`config.mk`:
```
export PLATFORM = sky130hd
export DESIGN_NAME = epoch_seconds_to_datetime
export DESIGN_NICKNAME = d
export VERILOG_FILES = /design/src/sv/dtc_pkg.sv /design/src/sv/dtc_alu.sv /design/src/sv/dtc_ctrl.sv /design/src/sv/epoch_seconds_to_datetime.sv
export VERILOG_INCLUDE_DIRS = /design/src /design/src/sv
export SDC_FILE = /design/constraint.sdc
export NUM_CORES = 1
export LEC_CHECK = 0
export BUFFER_PORTS_ARGS = -buffer_cell sky130_fd_sc_hd__buf_2
export CORE_AREA = 3 3 220 222
export CTS_BUF_LIST = sky130_fd_sc_hd__clkbuf_16
export DETAILED_ROUTE_END_ITERATION = 8
export DIE_AREA = 0 0 223 225
export GPL_TIMING_DRIVEN = 0
export PLACE_DENSITY_LB_ADDON = 0.3
export REMOVE_ABC_BUFFERS = 1
export SYNTH_ARGS = -nofsm -noshare
export SYNTH_HDL_FRONTEND = slang
export SYNTH_SLANG_ARGS = --single-unit
```
`constraint.sdc`:
```
create_clock -name clk -period 24.2 [get_ports clk]
set_input_delay 2.42 -clock clk [delete_from_list [all_inputs] [get_ports clk]]
set_output_delay 2.42 -clock clk [all_outputs]
set_load 0.01 [all_outputs]
```
`src/sv/assert_macros.svh`:
```
// assertion macros used by the top level rtl file
// no dependencies; expands to nothing when SYNTHESIS is defined
`ifndef ASSERT_MACROS_SVH
`define ASSERT_MACROS_SVH

`ifndef SYNTHESIS

// property must hold at every rising clock edge outside reset
`define ASSERT_PROP(lbl, clk, rst_n, prop) \
    lbl: assert property (@(posedge clk) disable iff (!rst_n) prop) \
        else $error("assertion failed");

// condition must never be true outside reset
`define ASSERT_NEVER(lbl, clk, rst_n, cond) \
    lbl: assert property (@(posedge clk) disable iff (!rst_n) !(cond)) \
        else $error("forbidden condition seen");

`else

`define ASSERT_PROP(lbl, clk, rst_n, prop)
`define ASSERT_NEVER(lbl, clk, rst_n, cond)

`endif

`endif

```
`src/sv/dtc_pkg.sv`:
```
// types, constants and the month length table for the epoch to datetime converter
// no dependencies
package dtc_pkg;

    localparam int unsigned ALU_W = 32;

    // shared multiplier operand and product widths
    localparam int unsigned MUL_A_W = 25;
    localparam int unsigned MUL_B_W = 26;
    localparam int unsigned MUL_P_W = MUL_A_W + MUL_B_W;

    localparam logic [MUL_B_W-1:0] SECS_PER_DAY  = 26'd86400;
    localparam logic [MUL_B_W-1:0] SECS_PER_HOUR = 26'd3600;
    localparam logic [MUL_B_W-1:0] SECS_PER_MIN  = 26'd60;

    // reciprocals of the odd part of each divisor (86400 = 675 << 7,
    // 3600 = 225 << 4, 60 = 15 << 2), rounded up, exact over the dividend range
    localparam logic [MUL_B_W-1:0] DAY_RECIP  = 26'd50903317;
    localparam logic [MUL_B_W-1:0] HOUR_RECIP = 26'd9321;
    localparam logic [MUL_B_W-1:0] MIN_RECIP  = 26'd1093;

    // product bit where each quotient starts
    localparam int unsigned DAY_POST  = 35;
    localparam int unsigned HOUR_POST = 21;
    localparam int unsigned MIN_POST  = 14;

    localparam logic [11:0] BASE_YEAR   = 12'd1970;
    localparam logic [8:0]  DAYS_NORMAL = 9'd365;
    localparam logic [1:0]  LEAP_MASK   = 2'd3;
    localparam logic [4:0]  FEB_LEAP    = 5'd29;
    localparam logic [3:0]  LAST_MONTH  = 4'd11;
    localparam logic [3:0]  FEB_INDEX   = 4'd1;

    // subtractor result
    typedef struct packed {
        logic             borrow;
        logic             zero;
        logic [ALU_W-1:0] diff;
    } dtc_alu_res_t;

    // sequencer status toward the output stage
    typedef struct packed {
        logic ready;
        logic res_valid;
    } dtc_status_t;

    typedef struct packed {
        logic [11:0] year;
        logic [3:0]  month;
        logic [4:0]  day;
        logic [4:0]  hour;
        logic [5:0]  minute;
        logic [5:0]  sec;
    } dtc_result_t;

    // days in month by zero-based index
    function automatic logic [4:0] month_len(input logic [3:0] idx, input logic leap);
        logic [4:0] len;
        unique case (idx)
            4'd0:    len = 5'd31;
            4'd1:    len = leap ? FEB_LEAP : 5'd28;
            4'd2:    len = 5'd31;
            4'd3:    len = 5'd30;
            4'd4:    len = 5'd31;
            4'd5:    len = 5'd30;
            4'd6:    len = 5'd31;
            4'd7:    len = 5'd31;
            4'd8:    len = 5'd30;
            4'd9:    len = 5'd31;
            4'd10:   len = 5'd30;
            default: len = 5'd31;
        endcase
        return len;
    endfunction

endpackage

```
`src/sv/dtc_alu.sv`:
```
// shared subtract and compare unit of the converter
// depends on dtc_pkg
module dtc_alu
    import dtc_pkg::*;
(
    input  logic [ALU_W-1:0] a,
    input  logic [ALU_W-1:0] b,
    output dtc_alu_res_t     res
);

    logic [ALU_W:0] wide;

    // one subtract gives the difference, the borrow and the equal flag
    assign wide       = {1'b0, a} - {1'b0, b};
    assign res.borrow = wide[ALU_W];
    assign res.diff   = wide[ALU_W-1:0];
    assign res.zero   = (wide[ALU_W-1:0] == '0);

endmodule

```
`src/sv/dtc_ctrl.sv`:
```
// sequencer and working registers: three divisions, year walk, month walk
// depends on dtc_pkg and dtc_alu
module dtc_ctrl
    import dtc_pkg::*;
(
    input  logic        clk,
    input  logic        rst_n,
    input  logic        start,
    input  logic [31:0] epoch_seconds,
    input  logic        take,
    output dtc_status_t stat,
    output dtc_result_t result
);

    localparam logic [2:0] ST_IDLE     = 3'd0;
    localparam logic [2:0] ST_DIV_DAY  = 3'd1;
    localparam logic [2:0] ST_DIV_HOUR = 3'd2;
    localparam logic [2:0] ST_DIV_MIN  = 3'd3;
    localparam logic [2:0] ST_YEAR     = 3'd4;
    localparam logic [2:0] ST_MONTH    = 3'd5;
    localparam logic [2:0] ST_DONE     = 3'd6;

    // steps of one division by a constant
    localparam logic [1:0] STEP_RECIP = 2'd0;
    localparam logic [1:0] STEP_BACK  = 2'd1;
    localparam logic [1:0] STEP_SUB   = 2'd2;

    logic [2:0]       state_reg, state_next;
    logic [1:0]       step_reg, step_next;
    logic [31:0]      rem_reg, rem_next;
    logic [31:0]      prod_reg, prod_next;
    logic [15:0]      quo_reg, quo_next;
    logic [15:0]      days_reg, days_next;
    logic [11:0]      year_reg, year_next;
    logic [3:0]       mon_reg, mon_next;
    logic [4:0]       hour_reg, hour_next;
    logic [5:0]       minute_reg, minute_next;
    logic [5:0]       sec_reg, sec_next;

    logic [ALU_W-1:0]   alu_a;
    logic [ALU_W-1:0]   alu_b;
    dtc_alu_res_t       alu;
    logic               leap;
    logic [8:0]         ylen;
    logic [4:0]         mlen;
    logic               gt;
    logic               div_state;
    logic [MUL_A_W-1:0] recip_a;
    logic [MUL_B_W-1:0] recip_b;
    logic [MUL_B_W-1:0] dvs;
    logic [MUL_A_W-1:0] mul_a;
    logic [MUL_B_W-1:0] mul_b;
    logic [MUL_P_W-1:0] mul_p;
    logic [15:0]        recip_quo;

    assign leap      = ((year_reg[1:0] & LEAP_MASK) == 2'd0);
    assign ylen      = DAYS_NORMAL + {8'd0, leap};
    assign mlen      = month_len(mon_reg, leap && (mon_reg == FEB_INDEX));
    assign div_state = (state_reg == ST_DIV_DAY) || (state_reg == ST_DIV_HOUR)
                    || (state_reg == ST_DIV_MIN);

    // operand select for the shared unit
    always_comb
    begin
        alu_a = div_state ? rem_reg : {16'd0, days_reg};
        unique case (state_reg)
            ST_YEAR:  alu_b = {23'd0, ylen};
            ST_MONTH: alu_b = {27'd0, mlen};
            default:  alu_b = prod_reg;
        endcase
    end

    dtc_alu u_alu (
        .a   (alu_a),
        .b   (alu_b),
        .res (alu)
    );

    // dividend with the divisor's power of two dropped, reciprocal and divisor
    always_comb
    begin
        unique case (state_reg)
            ST_DIV_HOUR:
            begin
                recip_a = {12'd0, rem_reg[16:4]};
                recip_b = HOUR_RECIP;
                dvs     = SECS_PER_HOUR;
            end
            ST_DIV_MIN:
            begin
                recip_a = {15'd0, rem_reg[11:2]};
                recip_b = MIN_RECIP;
                dvs     = SECS_PER_MIN;
            end
            default:
            begin
                recip_a = rem_reg[31:7];
                recip_b = DAY_RECIP;
                dvs     = SECS_PER_DAY;
            end
        endcase
    end

    // shared multiplier: quotient by reciprocal, then quotient times divisor
    assign mul_a = (step_reg == STEP_RECIP) ? recip_a : {9'd0, quo_reg};
    assign mul_b = (step_reg == STEP_RECIP) ? recip_b : dvs;
    assign mul_p = {26'd0, mul_a} * {25'd0, mul_b};

    // quotient field of the product
    always_comb
    begin
        unique case (state_reg)
            ST_DIV_HOUR: recip_quo = {11'd0, mul_p[HOUR_POST+4:HOUR_POST]};
            ST_DIV_MIN:  recip_quo = {10'd0, mul_p[MIN_POST+5:MIN_POST]};
            default:     recip_quo = mul_p[DAY_POST+15:DAY_POST];
        endcase
    end

    // greater-than test for the year and month walks
    assign gt = !alu.borrow && !alu.zero;

    // sequencer
    always_comb
    begin
        state_next  = state_reg;
        step_next   = step_reg;
        rem_next    = rem_reg;
        prod_next   = prod_reg;
        quo_next    = quo_reg;
        days_next   = days_reg;
        year_next   = year_reg;
        mon_next    = mon_reg;
        hour_next   = hour_reg;
        minute_next = minute_reg;
        sec_next    = sec_reg;
        unique case (state_reg)
            ST_IDLE:
            begin
                if (start)
                begin
                    rem_next   = epoch_seconds;
                    step_next  = STEP_RECIP;
                    state_next = ST_DIV_DAY;
                end
            end
            ST_DIV_DAY, ST_DIV_HOUR, ST_DIV_MIN:
            begin
                unique case (step_reg)
                    STEP_RECIP:
                    begin
                        quo_next  = recip_quo;
                        step_next = STEP_BACK;
                    end
                    STEP_BACK:
                    begin
                        prod_next = mul_p[31:0];
                        step_next = STEP_SUB;
                    end
                    default:
                    begin
                        rem_next  = alu.diff;
                        step_next = STEP_RECIP;
                        priority if (state_reg == ST_DIV_DAY)
                        begin
                            days_next  = quo_reg + 16'd1;
                            state_next = ST_DIV_HOUR;
                        end
                        else if (state_reg == ST_DIV_HOUR)
                        begin
                            hour_next  = quo_reg[4:0];
                            state_next = ST_DIV_MIN;
                        end
                        else
                        begin
                            minute_next = quo_reg[5:0];
                            sec_next    = alu.diff[5:0];
                            year_next   = BASE_YEAR;
                            state_next  = ST_YEAR;
                        end
                    end
                endcase
            end
            ST_YEAR:
            begin
                if (gt)
                begin
                    days_next = alu.diff[15:0];
                    year_next = year_reg + 12'd1;
                end
                else
                begin
                    mon_next   = 4'd0;
                    state_next = ST_MONTH;
                end
            end
            ST_MONTH:
            begin
                if (gt)
                begin
                    days_next = alu.diff[15:0];
                end
                if (!gt || (mon_reg == LAST_MONTH))
                begin
                    state_next = ST_DONE;
                end
                else
                begin
                    mon_next = mon_reg + 4'd1;
                end
            end
            ST_DONE:
            begin
                if (take)
                begin
                    state_next = ST_IDLE;
                end
            end
            default:
            begin
                state_next = ST_IDLE;
            end
        endcase
    end

    // control state
    always_ff @(posedge clk or negedge rst_n)
    begin
        if (!rst_n)
        begin
            state_reg <= ST_IDLE;
            step_reg  <= STEP_RECIP;
        end
        else
        begin
            state_reg <= state_next;
            step_reg  <= step_next;
        end
    end

    // working registers
    always_ff @(posedge clk)
    begin
        rem_reg    <= rem_next;
        prod_reg   <= prod_next;
        quo_reg    <= quo_next;
        days_reg   <= days_next;
        year_reg   <= year_next;
        mon_reg    <= mon_next;
        hour_reg   <= hour_next;
        minute_reg <= minute_next;
        sec_reg    <= sec_next;
    end

    assign stat.ready     = (state_reg == ST_IDLE);
    assign stat.res_valid = (state_reg == ST_DONE);

    assign result.year   = year_reg;
    assign result.month  = mon_reg + 4'd1;
    assign result.day    = days_reg[4:0];
    assign result.hour   = hour_reg;
    assign result.minute = minute_reg;
    assign result.sec    = sec_reg;

endmodule

```
`src/sv/epoch_seconds_to_datetime.sv`:
```
// top level of the epoch seconds to calendar datetime converter
// depends on dtc_pkg, dtc_ctrl and assert_macros.svh
//
//  channel  | signals                              | transfer when
//  ---------+--------------------------------------+----------------------
//  input    | in_valid, in_ready, epoch_seconds    | in_valid & in_ready
//  output   | out_valid, out_ready, year .. second | out_valid & out_ready
//
// From input transfer to stored result: three divisions by constants, each as a
// reciprocal multiply, a back multiply and a subtract, then a year walk that
// steps one year at a time past 1970 (up to 136 years) and a month walk that steps
// one month at a time, each walk closed by a final compare, and a done state that
// stores the result. in_ready is high only while idle, which the sequencer enters
// as the result is stored; a stalled output holds the sequencer only while the
// output register is full. reset clears the sequencer and the output valid flag only.
`include "assert_macros.svh"

module epoch_seconds_to_datetime
    import dtc_pkg::*;
(
    input  logic        clk,
    input  logic        rst_n,
    input  logic        in_valid,
    output logic        in_ready,
    input  logic [31:0] epoch_seconds,
    output logic        out_valid,
    input  logic        out_ready,
    output logic [11:0] year,
    output logic [3:0]  month,
    output logic [4:0]  day,
    output logic [4:0]  hour,
    output logic [5:0]  minute,
    output logic [5:0]  sec_of_minute
);

    dtc_status_t stat;
    dtc_result_t result;
    logic        load;
    logic        out_valid_reg, out_valid_next;
    dtc_result_t out_reg;

    assign in_ready = stat.ready;

    dtc_ctrl u_ctrl (
        .clk           (clk),
        .rst_n         (rst_n),
        .start         (in_valid && stat.ready),
        .epoch_seconds (epoch_seconds),
        .take          (load),
        .stat          (stat),
        .result        (result)
    );

    // output register takes the result when empty or being drained
    assign load = stat.res_valid && (!out_valid_reg || out_ready);

    always_comb
    begin
        priority if (load)
        begin
            out_valid_next = 1'b1;
        end
        else if (out_ready)
        begin
            out_valid_next = 1'b0;
        end
        else
        begin
            out_valid_next = out_valid_reg;
        end
    end

    always_ff @(posedge clk or negedge rst_n)
    begin
        if (!rst_n)
        begin
            out_valid_reg <= 1'b0;
        end
        else
        begin
            out_valid_reg <= out_valid_next;
        end
    end

    always_ff @(posedge clk)
    begin
        if (load)
        begin
            out_reg <= result;
        end
    end

    assign out_valid     = out_valid_reg;
    assign year          = out_reg.year;
    assign month         = out_reg.month;
    assign day           = out_reg.day;
    assign hour          = out_reg.hour;
    assign minute        = out_reg.minute;
    assign sec_of_minute = out_reg.sec;

    // checks
    `ASSERT_PROP(a_busy_after_accept, clk, rst_n, (in_valid && in_ready) |=> !in_ready)
    `ASSERT_PROP(a_result_held, clk, rst_n, stat.res_valid && out_valid && !out_ready |=> stat.res_valid)
    `ASSERT_PROP(a_month_range, clk, rst_n, out_valid |-> (month >= 4'd1 && month <= 4'd12))
    `ASSERT_NEVER(a_day_zero, clk, rst_n, out_valid && (day == 5'd0))
    `ASSERT_NEVER(a_idle_with_result, clk, rst_n, stat.ready && stat.res_valid)

endmodule
```
==> results of run 1 <==
cell usage after synthesis (6+ instances only):
| library cell | count | area share [%] |
|---|---|---|
| a211oi_1 | 18 | 0.53 |
| a21o_1 | 49 | 1.4 |
| a21oi_1 | 124 | 2.4 |
| a31oi_1 | 12 | 0.29 |
| and2_1 | 38 | 0.93 |
| and3_1 | 48 | 1.2 |
| clkbuf_1 | 79 | 1.2 |
| dfrtp_1 | 6 | 0.59 |
| edfxtp_1 | 167 | 20 |
| fa_1 | 373 | 29 |
| ha_1 | 292 | 14 |
| inv_1 | 583 | 8.6 |
| mux2i_1 | 14 | 0.55 |
| nand2_1 | 275 | 4.1 |
| nand2b_1 | 13 | 0.32 |
| nand3_1 | 39 | 0.77 |
| nand4_1 | 17 | 0.42 |
| nor2_1 | 151 | 2.2 |
| nor2b_1 | 14 | 0.34 |
| nor3_1 | 32 | 0.63 |
| o21a_1 | 15 | 0.44 |
| o21ai_0 | 104 | 2.0 |
| o21bai_1 | 14 | 0.41 |
| o22ai_1 | 6 | 0.15 |
| o31ai_1 | 11 | 0.32 |
| or2_2 | 21 | 0.52 |
| or3_1 | 9 | 0.22 |
| xnor2_1 | 56 | 1.9 |
| xor2_1 | 36 | 1.2 |
worst max-delay path by stage:
stage	from	to
detailed placement	u_ctrl.step_reg[1]	u_ctrl.quo_reg[8]
finish	u_ctrl.state_reg[2]	u_ctrl.quo_reg[15]
floorplan	u_ctrl.state_reg[1]	u_ctrl.quo_reg[12]
global placement	u_ctrl.state_reg[1]	u_ctrl.quo_reg[8]
global route	u_ctrl.state_reg[2]	u_ctrl.quo_reg[15]
CTS	u_ctrl.state_reg[2]	u_ctrl.quo_reg[15]
routing by layer:
metal  vias to the layer above  global-route usage [%]
met2                       665                    51.3
met5                         -                       0
met1                      9579                    37.4
met3                       159                    3.84
li1                       8799                       -
met4                         0                    11.6
through the flow:
step           instance area [um^2]  hold WS (ns)
2_1_floorplan                 25400         0.400
3_3_place_gp                  26600         0.401
3_5_place_dp                  26800         0.405
4_1_cts                       27400         0.415
5_1_grt                       27400         0.422
6_report                      27400         0.414
logic make-up (layout without fill, tap and decap cells):
group           count (synthesis)  in the layout  synth area share, %
compound gates                410            410                 10.1
mux                            15             15                0.594
buf+inv                       669            705                 9.88
xor+xnor                       92             92                 3.16
other cells                     2             76               0.0295
simple gates                  675            675                 12.2
fa+ha+maj                     665            665                 43.7
flops                         173            173                 20.3
layout make-up:
type	count	area (um^2)
diodes	1	2.50
clock buffers	17	425
clock inverters	15	163
fillers	4127	19100
inverters	583	2190
multi-input cells	1932	18100
flip-flops and latches	173	5170
well taps	607	759
repair buffers	90	609
worst register-to-register path, delay by kind of cell (launching register included):
kind	cells	cell delay [ns]
simple gates	7	2.32
fa+ha+maj	8	3.81
flops	1	0.63
compound gates	8	2.64
buf+inv	6	0.41
==> reports/metrics.yaml, run 1 <==
status: "finished, final reports clean"
vias: 19200
period_needed_ns: 9.99
hold_path.class: "flop to flop"
setup_violations: 0
grt_pass1_vias: 20300
setup_tns_ns: 0
final_nets: 3498
routed.top_layer: "met4"
via_per_inst: 5.62
numCtsBuffers: 17
cp-start-kind: "flop"
r2r_setup_slack_ns: 14.21
route.met3.wl_um: 4420
drive_gt1_share_pct: 6.01
clock_latency_ns: 0.43
io_pins: 76
cts_tree: "built"
drtPass1Iterations: 6
grt_max_degree: 74
wl_met1_um: 28400
min_period_over_period_pct: 41.3
r2r_start: "u_ctrl.state_reg[2]"
antenna_found_initial: 0
die_x_um: 223
critical_path.slowest_cell: "a211oi_1"
holdPathEnd: "sec_of_minute[1]"
cp_num_buf_inv: 6
synth-seq-cells: 173
die_h_um: 225
ys_async_sr_fraction_pct: 3.47
start_util_pct: 54.7
wl_met2_um: 35800
io_buffers: 75
avgSynthCellArea_um2: 9.43
wirelength_um: 71900
crit_path_max_fanout: 35
dp_slack_ns: 14.49
grt_pass1_wl_um: 113000
globalplace.congestion: 0.971
hold_start: "u_ctrl.sec_reg[1]"
crit_arrival_ns: 10.25
detail-route-antenna-nets: 0
core_area_mm2: 0.0466
fmax_ghz: 0.100
fin_skew_ns: 0.0141
place_inst: 3384
first_iter_violations: 1629
path_depth: 29
cts_resized: 0
fin_ws_ns: 14.21
clockBufferDepth: 2
dieArea_mm2: 0.0502
ys_types: 74
seq_area_frac_synth_pct: 20.3
track_usage_pct: 29.4
synth_ff_type: "edfxtp_1"
cts_setup_buffers: 0
final_util_pct: 59.0
path_delay_family: "adder cells"
htree_levels: 4
hold_viol: 0
clock-root-buffer: "clkbuf_16"
overflow: 0
synth_edf_count: 167
routedWlPerCell_um: 21.0
yosysWarnings: 0
dp_hpwl_um: 59200
final_cell_count_no_fill: 3418
cp_common_cell: "fa_1"
cts_sinks: 173
crit_type: "flop to flop"
hold_buffers: 0
slew_violations: 0
worstReg2RegEnd: "u_ctrl.quo_reg[15]"
cp_slowest_stage_delay_ns: 0.92
clkTransAtPathRegs_ns: 0.07
cp.required_ns: 24.46
syn_to_final_growth_pct: 7.75
timing.slew.headroom_pct: 13.5
drc: 0
r2r_cells: 29
end_kind: "flop"
tightest_slew_ns: 1.30
hold-path-cell-count: 0
cap_viol_max_count: 0
rsz0062_at_grt: "no"
netlist_area_mm2: 0.0255
rows: 79
syn_inst: 2701
mostFrequentLayoutCell: "inv_1"
final_cell_mix: "inv_1 (585), fa_1 (373), ha_1 (292)"
Power of run 1 is not shown: default switching activity piles up to over one toggle a cycle in this logic, so the estimate is an artifact.
==> run 2: changes to the inputs <==
Clock period 24.2 ns to 9.65 ns, I/O delays scaled along.
==> reports/metrics.yaml, run 2 (synthesized netlist as in run 1, its figures left out) <==
overflow: 0  # unchanged
vias: 19300  # was 19.2k
cap_viol_max_count: 0  # unchanged
fin_ws_ns: 0.249  # was 14.21 ns
final_cell_count_no_fill: 3424  # was 3418
routedWlPerCell_um: 21.1  # was 21.0 um
wirelength_um: 72200  # was 71900 um
grt_pass1_wl_um: 113000  # about the same
finalInstanceArea_mm2: 0.0275  # was 0.0274 mm^2
drc: 0  # unchanged
detail-route-antenna-nets: 0  # unchanged
setup_tns_ns: 0  # unchanged
first_iter_violations: 1708  # was 1629
die_x_um: 223  # unchanged
clkTransAtPathRegs_ns: 0.07  # about the same
cp-start-kind: "flop"  # unchanged
tightest_slew_ns: 1.30  # about the same
final_nets: 3505  # was 3498
dieArea_mm2: 0.0502  # unchanged
grt_max_degree: 74  # unchanged
min_period_over_period_pct: 97.4  # was 41.3%
via_per_inst: 5.63  # was 5.62
start_util_pct: 54.7  # unchanged
cts_tree: "built"  # unchanged
htree_levels: 4  # unchanged
syn_to_final_growth_pct: 8.01  # was 7.75%
cp_slowest_stage_delay_ns: 0.70  # was 0.92 ns
crit_path_max_fanout: 30  # was 35
cts_sinks: 173  # unchanged
cp_common_cell: "fa_1"  # unchanged
mostFrequentLayoutCell: "inv_1"  # unchanged
crit_arrival_ns: 9.59  # was 10.25 ns
hold_viol: 0  # unchanged
grt_pass1_vias: 20400  # was 20.3k
setup_violations: 0  # unchanged
status: "finished, final reports clean"  # unchanged
track_usage_pct: 29.5  # was 29.4%
clock-root-buffer: "clkbuf_16"  # unchanged
io_buffers: 75  # unchanged
clockBufferDepth: 2  # unchanged
end_kind: "flop"  # unchanged
crit_type: "flop to flop"  # unchanged
hold_buffers: 0  # unchanged
clock_latency_ns: 0.43  # about the same
critical_path.slowest_cell: "nor2_1"  # was a211oi_1
drive_gt1_share_pct: 6.35  # was 6.01%
place_area_mm2: 0.0268  # unchanged
timing.slew.headroom_pct: 13.5  # about the same
rows: 79  # unchanged
cp.required_ns: 9.84  # was 24.46 ns
final_cell_mix: "inv_1 (585), fa_1 (373), ha_1 (292)"  # unchanged
die_h_um: 225  # unchanged
rsz0062_at_grt: "no"  # unchanged
drtPass1Iterations: 6  # unchanged
period_needed_ns: 9.40  # was 9.99 ns
fill_cells: 4111  # was 4127
place_inst: 3384  # unchanged
io_pins: 76  # unchanged
fmax_ghz: 0.106  # was 0.100 GHz
globalplace.congestion: 0.971  # unchanged
core_area_mm2: 0.0466  # unchanged
fin_skew_ns: 0.0133  # was 0.0141 ns
dp_slack_ns: -0.0649  # was 14.49 ns
numCtsBuffers: 17  # unchanged
diodes: 0  # was 1
antenna_found_initial: 0  # unchanged
dp_hpwl_um: 59200  # unchanged
slew_violations: 0  # unchanged
hold_path.class: "input pin to asynchronous set/reset pin"  # was flop to flop
## run 2: cell type report
class / instances / area, um^2 / share of cell area (%)
Sequential cell: 173 / 5170 / 18.8
Timing Repair Buffer: 96 / 654 / 2.38
Tap cell: 607 / 759 / 2.76
Clock inverter: 15 / 163 / 0.591
Multi-Input combinational cell: 1933 / 18200 / 66.0
Inverter: 583 / 2190 / 7.95
Clock buffer: 17 / 425 / 1.55
## run 2: worst paths after layout
path	endpoint	slack [ns]	start	depth (start not counted)
max	u_ctrl.quo_reg[8]	0.25	u_ctrl.state_reg[2]	29
min	out_valid	0.35	rst_n	1
max reg2reg	u_ctrl.quo_reg[8]	0.25	u_ctrl.state_reg[2]	29
min reg2reg	sec_of_minute[1]	0.41	u_ctrl.sec_reg[1]	0
max in group asynchronous	u_ctrl.state_reg[1]	9.11	rst_n	1
min in group clk	sec_of_minute[1]	0.41	u_ctrl.sec_reg[1]	0
## run 2: through the flow
stage	hold WS, ns	util [%]
after floorplan	0.400	-
final	0.355	59.1
after CTS	0.346	58.9
after detailed placement	0.405	57.7
after global placement	0.401	57.0
after global routing	0.351	59.1
## run 2: critical path, delay by kind of cell, from the launching register on
family | cells | cell delay [ns]
AO/OA/AOI/OAI | 9 | 2.31
flip-flops | 1 | 0.68
buffers and inverters | 7 | 0.66
AND/OR/NAND/NOR | 4 | 1.35
XOR/XNOR | 1 | 0.20
adder cells (fa/ha/maj) | 8 | 3.94
## run 2: timing repair
item                                    4_1_cts  5_1_grt
setup buffers                                 0        6
gates resized for setup                       1        5
cloned                                        1        0
endpoints found under the setup margin        4        8
## run 2: layer usage
metal	share of wire [%]	routed length [um]	up-vias	track usage (%)
met1	39	28100	9564	37.1
met4	5.5	3990	0	13.5
met2	49	35300	697	50.7
met5	0	0	-	0
met3	6.6	4740	188	4.36
li1	-	-	8814	-
Power of run 2 is left out for the same reason.
